$ cat src/ssp_pkg.sv
`default_nettype none

package ssp_pkg;

    // Field widths
    localparam int MODE_W  = 2;
    localparam int PULSE_W = 32;
    localparam int FEED_W  = 16;
    localparam int SPM_W   = 16;
    localparam int CNT_W   = 26;
    localparam int PROD_W  = FEED_W + SPM_W;

    localparam logic [CNT_W-1:0] CNT_MAX = {CNT_W{1'b1}};

    // Request modes
    localparam logic [MODE_W-1:0] MODE_TICK = 2'd0;
    localparam logic [MODE_W-1:0] MODE_FWD  = 2'd1;
    localparam logic [MODE_W-1:0] MODE_BWD  = 2'd2;

    // Configuration register indexes
    localparam int CFG_IDX_W  = 2;
    localparam int CFG_DATA_W = SPM_W;
    localparam logic [CFG_IDX_W-1:0] CFG_STEPS_PER_MM    = 2'd0;
    localparam logic [CFG_IDX_W-1:0] CFG_DIRECTION_INV   = 2'd1;
    localparam logic [CFG_IDX_W-1:0] CFG_MOTOR_ENABLE    = 2'd2;

    localparam logic [SPM_W-1:0] SPM_RESET = 16'd80;

    // Divider iterations: one quotient bit per cycle.
    localparam int DIV_STEPS = CNT_W;
    localparam int DIV_CNT_W = $clog2(DIV_STEPS);

    typedef struct packed {
        logic tick;      // advance the step timer
        logic report;    // report the current state only
        logic move;      // latch a move request
        logic fwd;       // direction of the latched move
        logic mul;       // form the divisor and seed the divider
        logic div_step;  // one restoring division step
        logic finish;    // store the period and present the result
    } t_cmd;

endpackage

`default_nettype wire

$ cat src/ssp_in_if.sv
`default_nettype none

interface ssp_in_if
    import ssp_pkg::*;
();
    logic                valid;
    logic                ready;
    logic [MODE_W-1:0]   mode;
    logic [PULSE_W-1:0]  pulse_count;
    logic [FEED_W-1:0]   feed_rate;

    modport source (output valid, output mode, output pulse_count, output feed_rate,
                    input ready);
    modport sink   (input valid, input mode, input pulse_count, input feed_rate,
                    output ready);
endinterface

`default_nettype wire

$ cat src/ssp_out_if.sv
`default_nettype none

interface ssp_out_if;
    logic valid;
    logic ready;
    logic step_strobe;
    logic direction_level;
    logic moving;
    logic enable_low;

    modport source (output valid, output step_strobe, output direction_level,
                    output moving, output enable_low, input ready);
    modport sink   (input valid, input step_strobe, input direction_level,
                    input moving, input enable_low, output ready);
endinterface

`default_nettype wire

$ cat src/ssp_ctrl.sv
`default_nettype none

module ssp_ctrl
    import ssp_pkg::*;
(
    input  wire logic              i_clk,
    input  wire logic              i_rst_n,
    input  wire logic              i_in_valid,
    input  wire logic [MODE_W-1:0] i_mode,
    input  wire logic              i_out_ready,
    output logic                   o_in_ready,
    output logic                   o_out_valid,
    output t_cmd                   o_cmd
);

    localparam logic [1:0] ST_IDLE = 2'd0;
    localparam logic [1:0] ST_MUL  = 2'd1;
    localparam logic [1:0] ST_DIV  = 2'd2;
    localparam logic [1:0] ST_FIN  = 2'd3;

    logic [1:0]           r_state, n_state;
    logic [DIV_CNT_W-1:0] r_cnt, n_cnt;
    logic                 r_out_valid, n_out_valid;
    logic                 accept;
    logic                 out_load;

    // Idle takes a request once the result register is free or being emptied.
    assign o_in_ready = (r_state == ST_IDLE) && (!r_out_valid || i_out_ready);
    assign accept     = i_in_valid && o_in_ready;

    always_comb begin
        n_state = r_state;
        n_cnt   = r_cnt;
        o_cmd   = '0;
        unique case (r_state)
            ST_IDLE: begin
                if (accept) begin
                    unique case (i_mode)
                        MODE_TICK: o_cmd.tick = 1'b1;
                        MODE_FWD: begin
                            o_cmd.move = 1'b1;
                            o_cmd.fwd  = 1'b1;
                            n_state    = ST_MUL;
                        end
                        MODE_BWD: begin
                            o_cmd.move = 1'b1;
                            n_state    = ST_MUL;
                        end
                        default: o_cmd.report = 1'b1;
                    endcase
                end
            end
            ST_MUL: begin
                o_cmd.mul = 1'b1;
                n_cnt     = '0;
                n_state   = ST_DIV;
            end
            ST_DIV: begin
                o_cmd.div_step = 1'b1;
                n_cnt          = r_cnt + 1'b1;
                if (r_cnt == DIV_CNT_W'(DIV_STEPS - 1)) begin
                    n_state = ST_FIN;
                end
            end
            ST_FIN: begin
                o_cmd.finish = 1'b1;
                n_state      = ST_IDLE;
            end
            default: n_state = ST_IDLE;
        endcase
    end

    assign out_load = o_cmd.tick || o_cmd.report || o_cmd.finish;

    always_comb begin
        if (out_load) begin
            n_out_valid = 1'b1;
        end else if (i_out_ready) begin
            n_out_valid = 1'b0;
        end else begin
            n_out_valid = r_out_valid;
        end
    end

    always_ff @(posedge i_clk) begin
        if (!i_rst_n) begin
            r_state     <= ST_IDLE;
            r_cnt       <= '0;
            r_out_valid <= 1'b0;
        end else begin
            r_state     <= n_state;
            r_cnt       <= n_cnt;
            r_out_valid <= n_out_valid;
        end
    end

    assign o_out_valid = r_out_valid;

endmodule

`default_nettype wire

$ cat src/ssp_datapath.sv
`default_nettype none

module ssp_datapath
    import ssp_pkg::*;
#(
    parameter int PERIOD_NUMERATOR = 60000000
) (
    input  wire logic                  i_clk,
    input  wire logic                  i_rst_n,
    input  wire t_cmd                  i_cmd,
    input  wire logic [PULSE_W-1:0]    i_pulse_count,
    input  wire logic [FEED_W-1:0]     i_feed_rate,
    input  wire logic                  i_cfg_we,
    input  wire logic [CFG_IDX_W-1:0]  i_cfg_index,
    input  wire logic [CFG_DATA_W-1:0] i_cfg_data,
    output logic                       o_step_strobe,
    output logic                       o_direction_level,
    output logic                       o_moving,
    output logic                       o_enable_low
);

    localparam logic [CNT_W-1:0] NUM = CNT_W'(PERIOD_NUMERATOR);

    // Configuration
    logic [SPM_W-1:0] r_spm;
    logic             r_dir_inv;
    logic             r_motor_en;

    // Motion state
    logic               r_busy, n_busy;
    logic [PULSE_W-1:0] r_pulses, n_pulses;
    logic [CNT_W-1:0]   r_period, n_period;
    logic [CNT_W-1:0]   r_ticks, n_ticks;
    logic               r_dir, n_dir;

    // Divider
    logic [FEED_W-1:0] r_feed;
    logic [PROD_W-1:0] r_divisor;
    logic [PROD_W-1:0] r_rem, n_rem;
    logic [CNT_W-1:0]  r_quo, n_quo;
    logic [PROD_W:0]   shifted;

    // Result register
    logic r_res_strobe, r_res_dir, r_res_busy, r_res_en_low;

    logic [CNT_W-1:0] ticks_inc;
    logic             active;
    logic             hit;

    always_ff @(posedge i_clk) begin
        if (!i_rst_n) begin
            r_spm      <= SPM_RESET;
            r_dir_inv  <= 1'b0;
            r_motor_en <= 1'b1;
        end else if (i_cfg_we) begin
            unique case (i_cfg_index)
                CFG_STEPS_PER_MM:  r_spm      <= i_cfg_data;
                CFG_DIRECTION_INV: r_dir_inv  <= i_cfg_data[0];
                CFG_MOTOR_ENABLE:  r_motor_en <= i_cfg_data[0];
                default: ;
            endcase
        end
    end

    // The elapsed counter is incremented before it is compared with the period.
    assign ticks_inc = (r_ticks == CNT_MAX) ? r_ticks : r_ticks + 1'b1;
    assign active    = r_busy && (r_pulses != '0);
    assign hit       = active && (ticks_inc >= r_period);

    always_comb begin
        n_busy   = r_busy;
        n_pulses = r_pulses;
        n_period = r_period;
        n_ticks  = r_ticks;
        n_dir    = r_dir;
        if (i_cmd.tick) begin
            n_busy   = active;
            n_ticks  = hit ? '0 : ticks_inc;
            n_pulses = hit ? r_pulses - 1'b1 : r_pulses;
        end
        if (i_cmd.move) begin
            n_dir    = i_cmd.fwd ^ r_dir_inv;
            n_pulses = i_pulse_count;
            n_busy   = 1'b1;
        end
        if (i_cmd.finish) begin
            n_period = (r_divisor == '0) ? CNT_MAX : r_quo;
        end
    end

    always_ff @(posedge i_clk) begin
        if (!i_rst_n) begin
            r_busy   <= 1'b0;
            r_pulses <= '0;
            r_period <= '0;
            r_ticks  <= '0;
            r_dir    <= 1'b0;
        end else begin
            r_busy   <= n_busy;
            r_pulses <= n_pulses;
            r_period <= n_period;
            r_ticks  <= n_ticks;
            r_dir    <= n_dir;
        end
    end

    // Restoring division, one quotient bit per cycle. The dividend shifts out
    // of the top of the quotient register as the quotient bits shift in.
    assign shifted = {r_rem, r_quo[CNT_W-1]};

    always_comb begin
        n_rem = r_rem;
        n_quo = r_quo;
        if (i_cmd.mul) begin
            n_rem = '0;
            n_quo = NUM;
        end else if (i_cmd.div_step) begin
            if (shifted >= {1'b0, r_divisor}) begin
                n_rem = PROD_W'(shifted - {1'b0, r_divisor});
                n_quo = {r_quo[CNT_W-2:0], 1'b1};
            end else begin
                n_rem = shifted[PROD_W-1:0];
                n_quo = {r_quo[CNT_W-2:0], 1'b0};
            end
        end
    end

    always_ff @(posedge i_clk) begin
        if (i_cmd.move) begin
            r_feed <= i_feed_rate;
        end
        if (i_cmd.mul) begin
            r_divisor <= PROD_W'(r_feed * r_spm);
        end
        r_rem <= n_rem;
        r_quo <= n_quo;
    end

    always_ff @(posedge i_clk) begin
        if (i_cmd.tick || i_cmd.report || i_cmd.finish) begin
            r_res_strobe <= i_cmd.tick && hit;
            r_res_dir    <= n_dir;
            r_res_busy   <= n_busy;
            r_res_en_low <= ~r_motor_en;
        end
    end

    assign o_step_strobe     = r_res_strobe;
    assign o_direction_level = r_res_dir;
    assign o_moving          = r_res_busy;
    assign o_enable_low      = r_res_en_low;

endmodule

`default_nettype wire

$ cat src/stepper_step_pulse_generator.sv
// Step/direction pulse generator for a stepper motor.
//
// Requests arrive on i_req (valid/ready): mode 0 is a one-microsecond tick,
// mode 1 and 2 start a forward or backward move with a pulse count and a feed
// rate. Every request gives exactly one result on o_res: the step strobe for
// that tick, the direction pin level, the moving flag and the enable pin level.
// The user writes the configuration registers through i_cfg_we/i_cfg_index/
// i_cfg_data only while the block is idle; the block does not enforce this.
//
// A tick or an unused mode is served in the cycle of acceptance; its result is
// valid on the cycle after acceptance and a new request may follow at once. A
// move request holds off the input while it runs: the cycle of acceptance
// latches it, the multiply state forms feed_rate * steps_per_mm, the divide
// state runs a one-bit-per-cycle restoring divider for the step period, and
// the finish state stores it and presents the result. One request is in work
// at a time.
//
// Synchronous reset clears the motion state, loads the register defaults and
// empties the result register. While the receiver stalls, the result is held
// and the next request is taken only in the cycle that the result is taken.
`default_nettype none

module stepper_step_pulse_generator
    import ssp_pkg::*;
#(
    parameter int PERIOD_NUMERATOR = 60000000
) (
    input  wire logic                  i_clk,
    input  wire logic                  i_rst_n,
    ssp_in_if.sink                     i_req,
    ssp_out_if.source                  o_res,
    input  wire logic                  i_cfg_we,
    input  wire logic [CFG_IDX_W-1:0]  i_cfg_index,
    input  wire logic [CFG_DATA_W-1:0] i_cfg_data
);

    t_cmd cmd;
    logic in_ready;
    logic out_valid;

    ssp_ctrl u_ctrl (
        .i_clk       (i_clk),
        .i_rst_n     (i_rst_n),
        .i_in_valid  (i_req.valid),
        .i_mode      (i_req.mode),
        .i_out_ready (o_res.ready),
        .o_in_ready  (in_ready),
        .o_out_valid (out_valid),
        .o_cmd       (cmd)
    );

    ssp_datapath #(
        .PERIOD_NUMERATOR (PERIOD_NUMERATOR)
    ) u_datapath (
        .i_clk             (i_clk),
        .i_rst_n           (i_rst_n),
        .i_cmd             (cmd),
        .i_pulse_count     (i_req.pulse_count),
        .i_feed_rate       (i_req.feed_rate),
        .i_cfg_we          (i_cfg_we),
        .i_cfg_index       (i_cfg_index),
        .i_cfg_data        (i_cfg_data),
        .o_step_strobe     (o_res.step_strobe),
        .o_direction_level (o_res.direction_level),
        .o_moving          (o_res.moving),
        .o_enable_low      (o_res.enable_low)
    );

    assign i_req.ready = in_ready;
    assign o_res.valid = out_valid;

endmodule

`default_nettype wire

$ cat src/flat_wrapper.sv
// flat-port wrapper written by rule: the top's interface ports become plain ports
module stepper_step_pulse_generator_flat import ssp_pkg::*;
#(
    parameter int PERIOD_NUMERATOR = 60000000
)
  (i_clk, i_rst_n, i_cfg_we, i_cfg_index, i_cfg_data, i_req_valid, i_req_mode, i_req_pulse_count, i_req_feed_rate, i_req_ready, o_res_valid, o_res_step_strobe, o_res_direction_level, o_res_moving, o_res_enable_low, o_res_ready);
  ssp_in_if i_req_i ();
  ssp_out_if o_res_i ();
  input  wire logic i_clk;
  input  wire logic i_rst_n;
  input  wire logic i_cfg_we;
  input  wire logic [CFG_IDX_W-1:0] i_cfg_index;
  input  wire logic [CFG_DATA_W-1:0] i_cfg_data;
  input wire logic [$bits(i_req_i.valid)-1:0] i_req_valid;
  input wire logic [$bits(i_req_i.mode)-1:0] i_req_mode;
  input wire logic [$bits(i_req_i.pulse_count)-1:0] i_req_pulse_count;
  input wire logic [$bits(i_req_i.feed_rate)-1:0] i_req_feed_rate;
  output wire logic [$bits(i_req_i.ready)-1:0] i_req_ready;
  output wire logic [$bits(o_res_i.valid)-1:0] o_res_valid;
  output wire logic [$bits(o_res_i.step_strobe)-1:0] o_res_step_strobe;
  output wire logic [$bits(o_res_i.direction_level)-1:0] o_res_direction_level;
  output wire logic [$bits(o_res_i.moving)-1:0] o_res_moving;
  output wire logic [$bits(o_res_i.enable_low)-1:0] o_res_enable_low;
  input wire logic [$bits(o_res_i.ready)-1:0] o_res_ready;
  assign i_req_i.valid = i_req_valid;
  assign i_req_i.mode = i_req_mode;
  assign i_req_i.pulse_count = i_req_pulse_count;
  assign i_req_i.feed_rate = i_req_feed_rate;
  assign i_req_ready = i_req_i.ready;
  assign o_res_valid = o_res_i.valid;
  assign o_res_step_strobe = o_res_i.step_strobe;
  assign o_res_direction_level = o_res_i.direction_level;
  assign o_res_moving = o_res_i.moving;
  assign o_res_enable_low = o_res_i.enable_low;
  assign o_res_i.ready = o_res_ready;
  stepper_step_pulse_generator #(.PERIOD_NUMERATOR(PERIOD_NUMERATOR)) u_core (.i_clk(i_clk), .i_rst_n(i_rst_n), .i_req(i_req_i), .o_res(o_res_i), .i_cfg_we(i_cfg_we), .i_cfg_index(i_cfg_index), .i_cfg_data(i_cfg_data));
endmodule
$ cat config.mk
export PLATFORM = sky130hd
export DESIGN_NAME = stepper_step_pulse_generator_flat
export DESIGN_NICKNAME = d
export VERILOG_FILES = /design/src/ssp_pkg.sv /design/src/ssp_in_if.sv /design/src/ssp_out_if.sv /design/src/ssp_ctrl.sv /design/src/ssp_datapath.sv /design/src/stepper_step_pulse_generator.sv /design/src/flat_wrapper.sv
export SDC_FILE = /design/constraint.sdc
export NUM_CORES = 1
export LEC_CHECK = 0
export BUFFER_PORTS_ARGS = -buffer_cell sky130_fd_sc_hd__buf_2
export CAP_MARGIN = 20
export CORE_ASPECT_RATIO = 0.5
export CORE_MARGIN = 4
export CORE_UTILIZATION = 30
export DETAILED_ROUTE_END_ITERATION = 10
export PLACE_DENSITY_LB_ADDON = 0.12
export SYNTH_ARGS = -nofsm -noshare
export SYNTH_HDL_FRONTEND = slang
export SYNTH_HIERARCHICAL = 1
export SYNTH_SLANG_ARGS = --single-unit
$ cat constraint.sdc
create_clock -name i_clk -period 13.3 [get_ports i_clk]
set_clock_uncertainty 0.1 [all_clocks]
set_input_delay 0.665 -clock i_clk [delete_from_list [all_inputs] [get_ports i_clk]]
set_output_delay 0.665 -clock i_clk [all_outputs]
set_load 0.1 [all_outputs]
==> results.json <==
{
  "wirelength_um": 54000,
  "outcome": "complete, no violations",
  "synth_edf_count": 52,
  "yosysWarnings": 6,
  "p_per_area_nw_per_um2": 172,
  "postCtsSetupBuffers": 0,
  "die-area_um2": 73200,
  "grt_use_total_pct": 14.7,
  "vias": 15489,
  "hold-worst-slack_ns": 0.161,
  "clk_path_buf_depth": 3,
  "rsz0062_at_grt": "no",
  "vias_per_cell": 4.85,
  "min_from": "i_req_feed_rate[4]",
  "setup_viol": 0,
  "grt_max_degree": 94,
  "yosysSeqAreaShare_pct": 24.1,
  "grt_pass1_wl_um": 87500,
  "io_pins": 79,
  "netlist_area_um2": 20600,
  "syn_to_final_growth_pct": 9.95,
  "r2r_cells": 22,
  "fp-row-count": 67,
  "antenna_found_initial": 0,
  "initial_utilization_pct": 30.5,
  "n_antenna_cell": 0,
  "cts_buffers": 26,
  "fill_cells": 7085,
  "worstSetupEndpointType": "flop",
  "ff2ff_setup_slack_ns": 6.28,
  "gp_congestion": 0.802,
  "cts-root-buf": "clkbuf_16",
  "crit_path_max_incr_delay_ns": 0.76,
  "ys_ff_latch": 222,
  "nNetsFinal": 2716,
  "drtAntennaViolNets": 0,
  "drive_above_1_share_pct": 9.11,
  "max_freq_mhz": 142,
  "wire_per_inst_um": 16.9,
  "holdPathStages": 1,
  "period_share_pct": 52.8,
  "ir_drop_mv": 0.0916,
  "dp_hpwl_um": 41300,
  "cts_resized": 0,
  "core-area_um2": 67500,
  "synth_cell_types": 98,
  "worstSkewPairLatency_ns": 0.58,
  "h-tree-depth": 1,
  "clk_pin_slew_ns": 0.06,
  "hold_buffers": 0,
  "cts_tree": "done",
  "crit_top_cell": "fa_1",
  "tightest_slew_ns": 1.02,
  "io_buffers": 78,
  "drtPass1Iterations": 5,
  "cpMaxStageDelayCell": "edfxtp_1",
  "multi_input_area_um2": 14000,
  "crit_chain": "nand2_1 > fa_1 > inv_1 > fa_1 > inv_1 > fa_1 > inv_1 > fa_1 > fa_1 > inv_1 > fa_1 > inv_1 > ha_1 > nand2_1 > nor3_1 > o311ai_0 > a311oi_1 > o21ai_0 > o2bb2ai_1 > nor2_1 > a31oi_1 > xnor2_1",
  "critPathLaunchType": "flop",
  "holdPathEnd": "u_core/u_datapath/r_feed[4]$_DFFE_PP_",
  "drc": 0,
  "synth_area_per_cell_um2": 9.08,
  "cp_max_fo": 16,
  "report.final.hold_viol_count": 0,
  "crit_type": "flop to flop",
  "die_h_um": 193,
  "slew_headroom_pct": 32.2,
  "async_flop_share_pct": 0,
  "clock-sinks": 222,
  "seq_area_um2": 4960,
  "cellLeakagePower_uw": 0.0102,
  "maxCapViolCount": 0,
  "worstPathArrival_ns": 7.25,
  "drt-initial-drc-count": 932,
  "slew_violations": 0,
  "final.min_clock_period_ns": 7.02,
  "overflow": 0,
  "critPathRequiredTime_ns": 13.52,
  "synth_nets": 2712,
  "dieWidth_um": 379,
  "regToRegEndpoint": "u_core/u_datapath/r_divisor[26]$_DFFE_PP_",
  "hp-class": "primary input to flop",
  "r2r_start": "u_core/u_datapath/r_feed[5]$_DFFE_PP_",
  "syn_inst": 2270,
  "synth_top_flop_cell": "dfxtp_1",
  "finalSetupTns_ns": 0,
  "grt_pass1_vias": 15628
}
[synth_stat cells (all sizes together), types with 52 or more instances]
library cell	count	area, µm²
xnor2	62	543
dfxtp	170	3400
o21ai	79	403
fa	195	3900
nand2	238	893
edfxtp	52	1560
mux2i	54	541
nor2	110	413
and2	134	841
inv	321	1200
clkbuf	91	343
a21oi	90	454
ha	174	2180
[how the worst max path moves through the flow]
stage | cells past startpoint | end | start
after detailed placement | 22 | u_core/u_datapath/r_divisor[26]$_DFFE_PP_ | u_core/u_datapath/r_feed[5]$_DFFE_PP_
after global routing | 21 | u_core/u_datapath/r_divisor[26]$_DFFE_PP_ | u_core/u_datapath/r_feed[5]$_DFFE_PP_
final | 22 | u_core/u_datapath/r_divisor[26]$_DFFE_PP_ | u_core/u_datapath/r_feed[5]$_DFFE_PP_
after floorplan | 24 | u_core/u_datapath/r_divisor[26]$_DFFE_PP_ | u_core/u_datapath/r_spm[9]$_SDFFE_PN0P_
after CTS | 22 | u_core/u_datapath/r_divisor[26]$_DFFE_PP_ | u_core/u_datapath/r_feed[5]$_DFFE_PP_
after global placement | 21 | u_core/u_datapath/r_divisor[26]$_DFFE_PP_ | u_core/u_datapath/r_feed[5]$_DFFE_PP_
[flip-flops by register name, indices dropped and copies added, names as in the netlist, 2 cells and up]
| signal | count |
|---|---|
| u_core/u_ctrl/r_cnt | 5 |
| u_core/u_ctrl/r_state | 2 |
| u_core/u_datapath/r_divisor | 32 |
| u_core/u_datapath/r_feed | 16 |
| u_core/u_datapath/r_period | 26 |
| u_core/u_datapath/r_pulses | 32 |
| u_core/u_datapath/r_quo | 26 |
| u_core/u_datapath/r_rem | 32 |
| u_core/u_datapath/r_spm | 16 |
| u_core/u_datapath/r_ticks | 26 |
[stage by stage]
step	power [µW]	utilization, %	area, µm²	cells	setup WS (ns)
2_1_floorplan	2650	-	20600	2270	7.07
5_1_grt	4270	33.6	22700	3191	5.91
6_report	3900	33.6	22700	3191	6.28
3_3_place_gp	3180	32.2	21700	3141	6.43
4_1_cts	3960	33.6	22600	3190	6.26
3_5_place_dp	3170	32.2	21700	3142	6.33
[power by group]
| part | leakage (µW) | switching, µW | internal (µW) | total, µW |
|---|---|---|---|---|
| clock | 0.000440 | 319 | 440 | 759 |
| sequential | 0.00187 | 167 | 887 | 1050 |
| combinational | 0.00792 | 1270 | 815 | 2080 |
[kinds of logic after synthesis]
group           count (synthesis)  share of synthesized area, %
fa+ha+maj                     369                          29.5
mux                            56                          2.73
flops                         222                          24.1
compound gates                397                          13.6
buf+inv                       436                          8.34
simple gates                  697                          17.8
xor+xnor                       93                          3.95
[layout make-up]
type	count	share of cell area, %
sequential	222	21.9
multi-input combinational	1612	61.7
clock buffer	37	3.36
timing repair buffer	91	2.20
inverter	321	5.32
clock inverter	11	0.591
tap	897	4.95
[cells in the final DEF, fill, tap and decap left out, types with 47 or more instances in the layout]
master	count
and2_1	133
xnor2_1	62
nand2_1	238
nor2_1	110
mux2i_1	54
inv_1	320
o21ai_0	68
fa_1	195
buf_2	78
edfxtp_1	52
a21oi_1	89
ha_1	172
a21o_1	47
dfxtp_1	170
[routing by layer]
layer	track usage [%]	wire length, µm
met4	2.87	915
met2	23.5	24800
met3	2.15	1630
met1	21.3	26700
met5	0	0
[critical path, delay by kind of cell (launching register included)]
family | cells | cell delay (ns)
flops | 1 | 0.76
buf+inv | 5 | 0.25
xor+xnor | 1 | 0.16
simple gates | 4 | 0.66
fa+ha+maj | 7 | 3.46
compound gates | 5 | 1.38
Note: power is estimated with default switching activity, not from simulation.
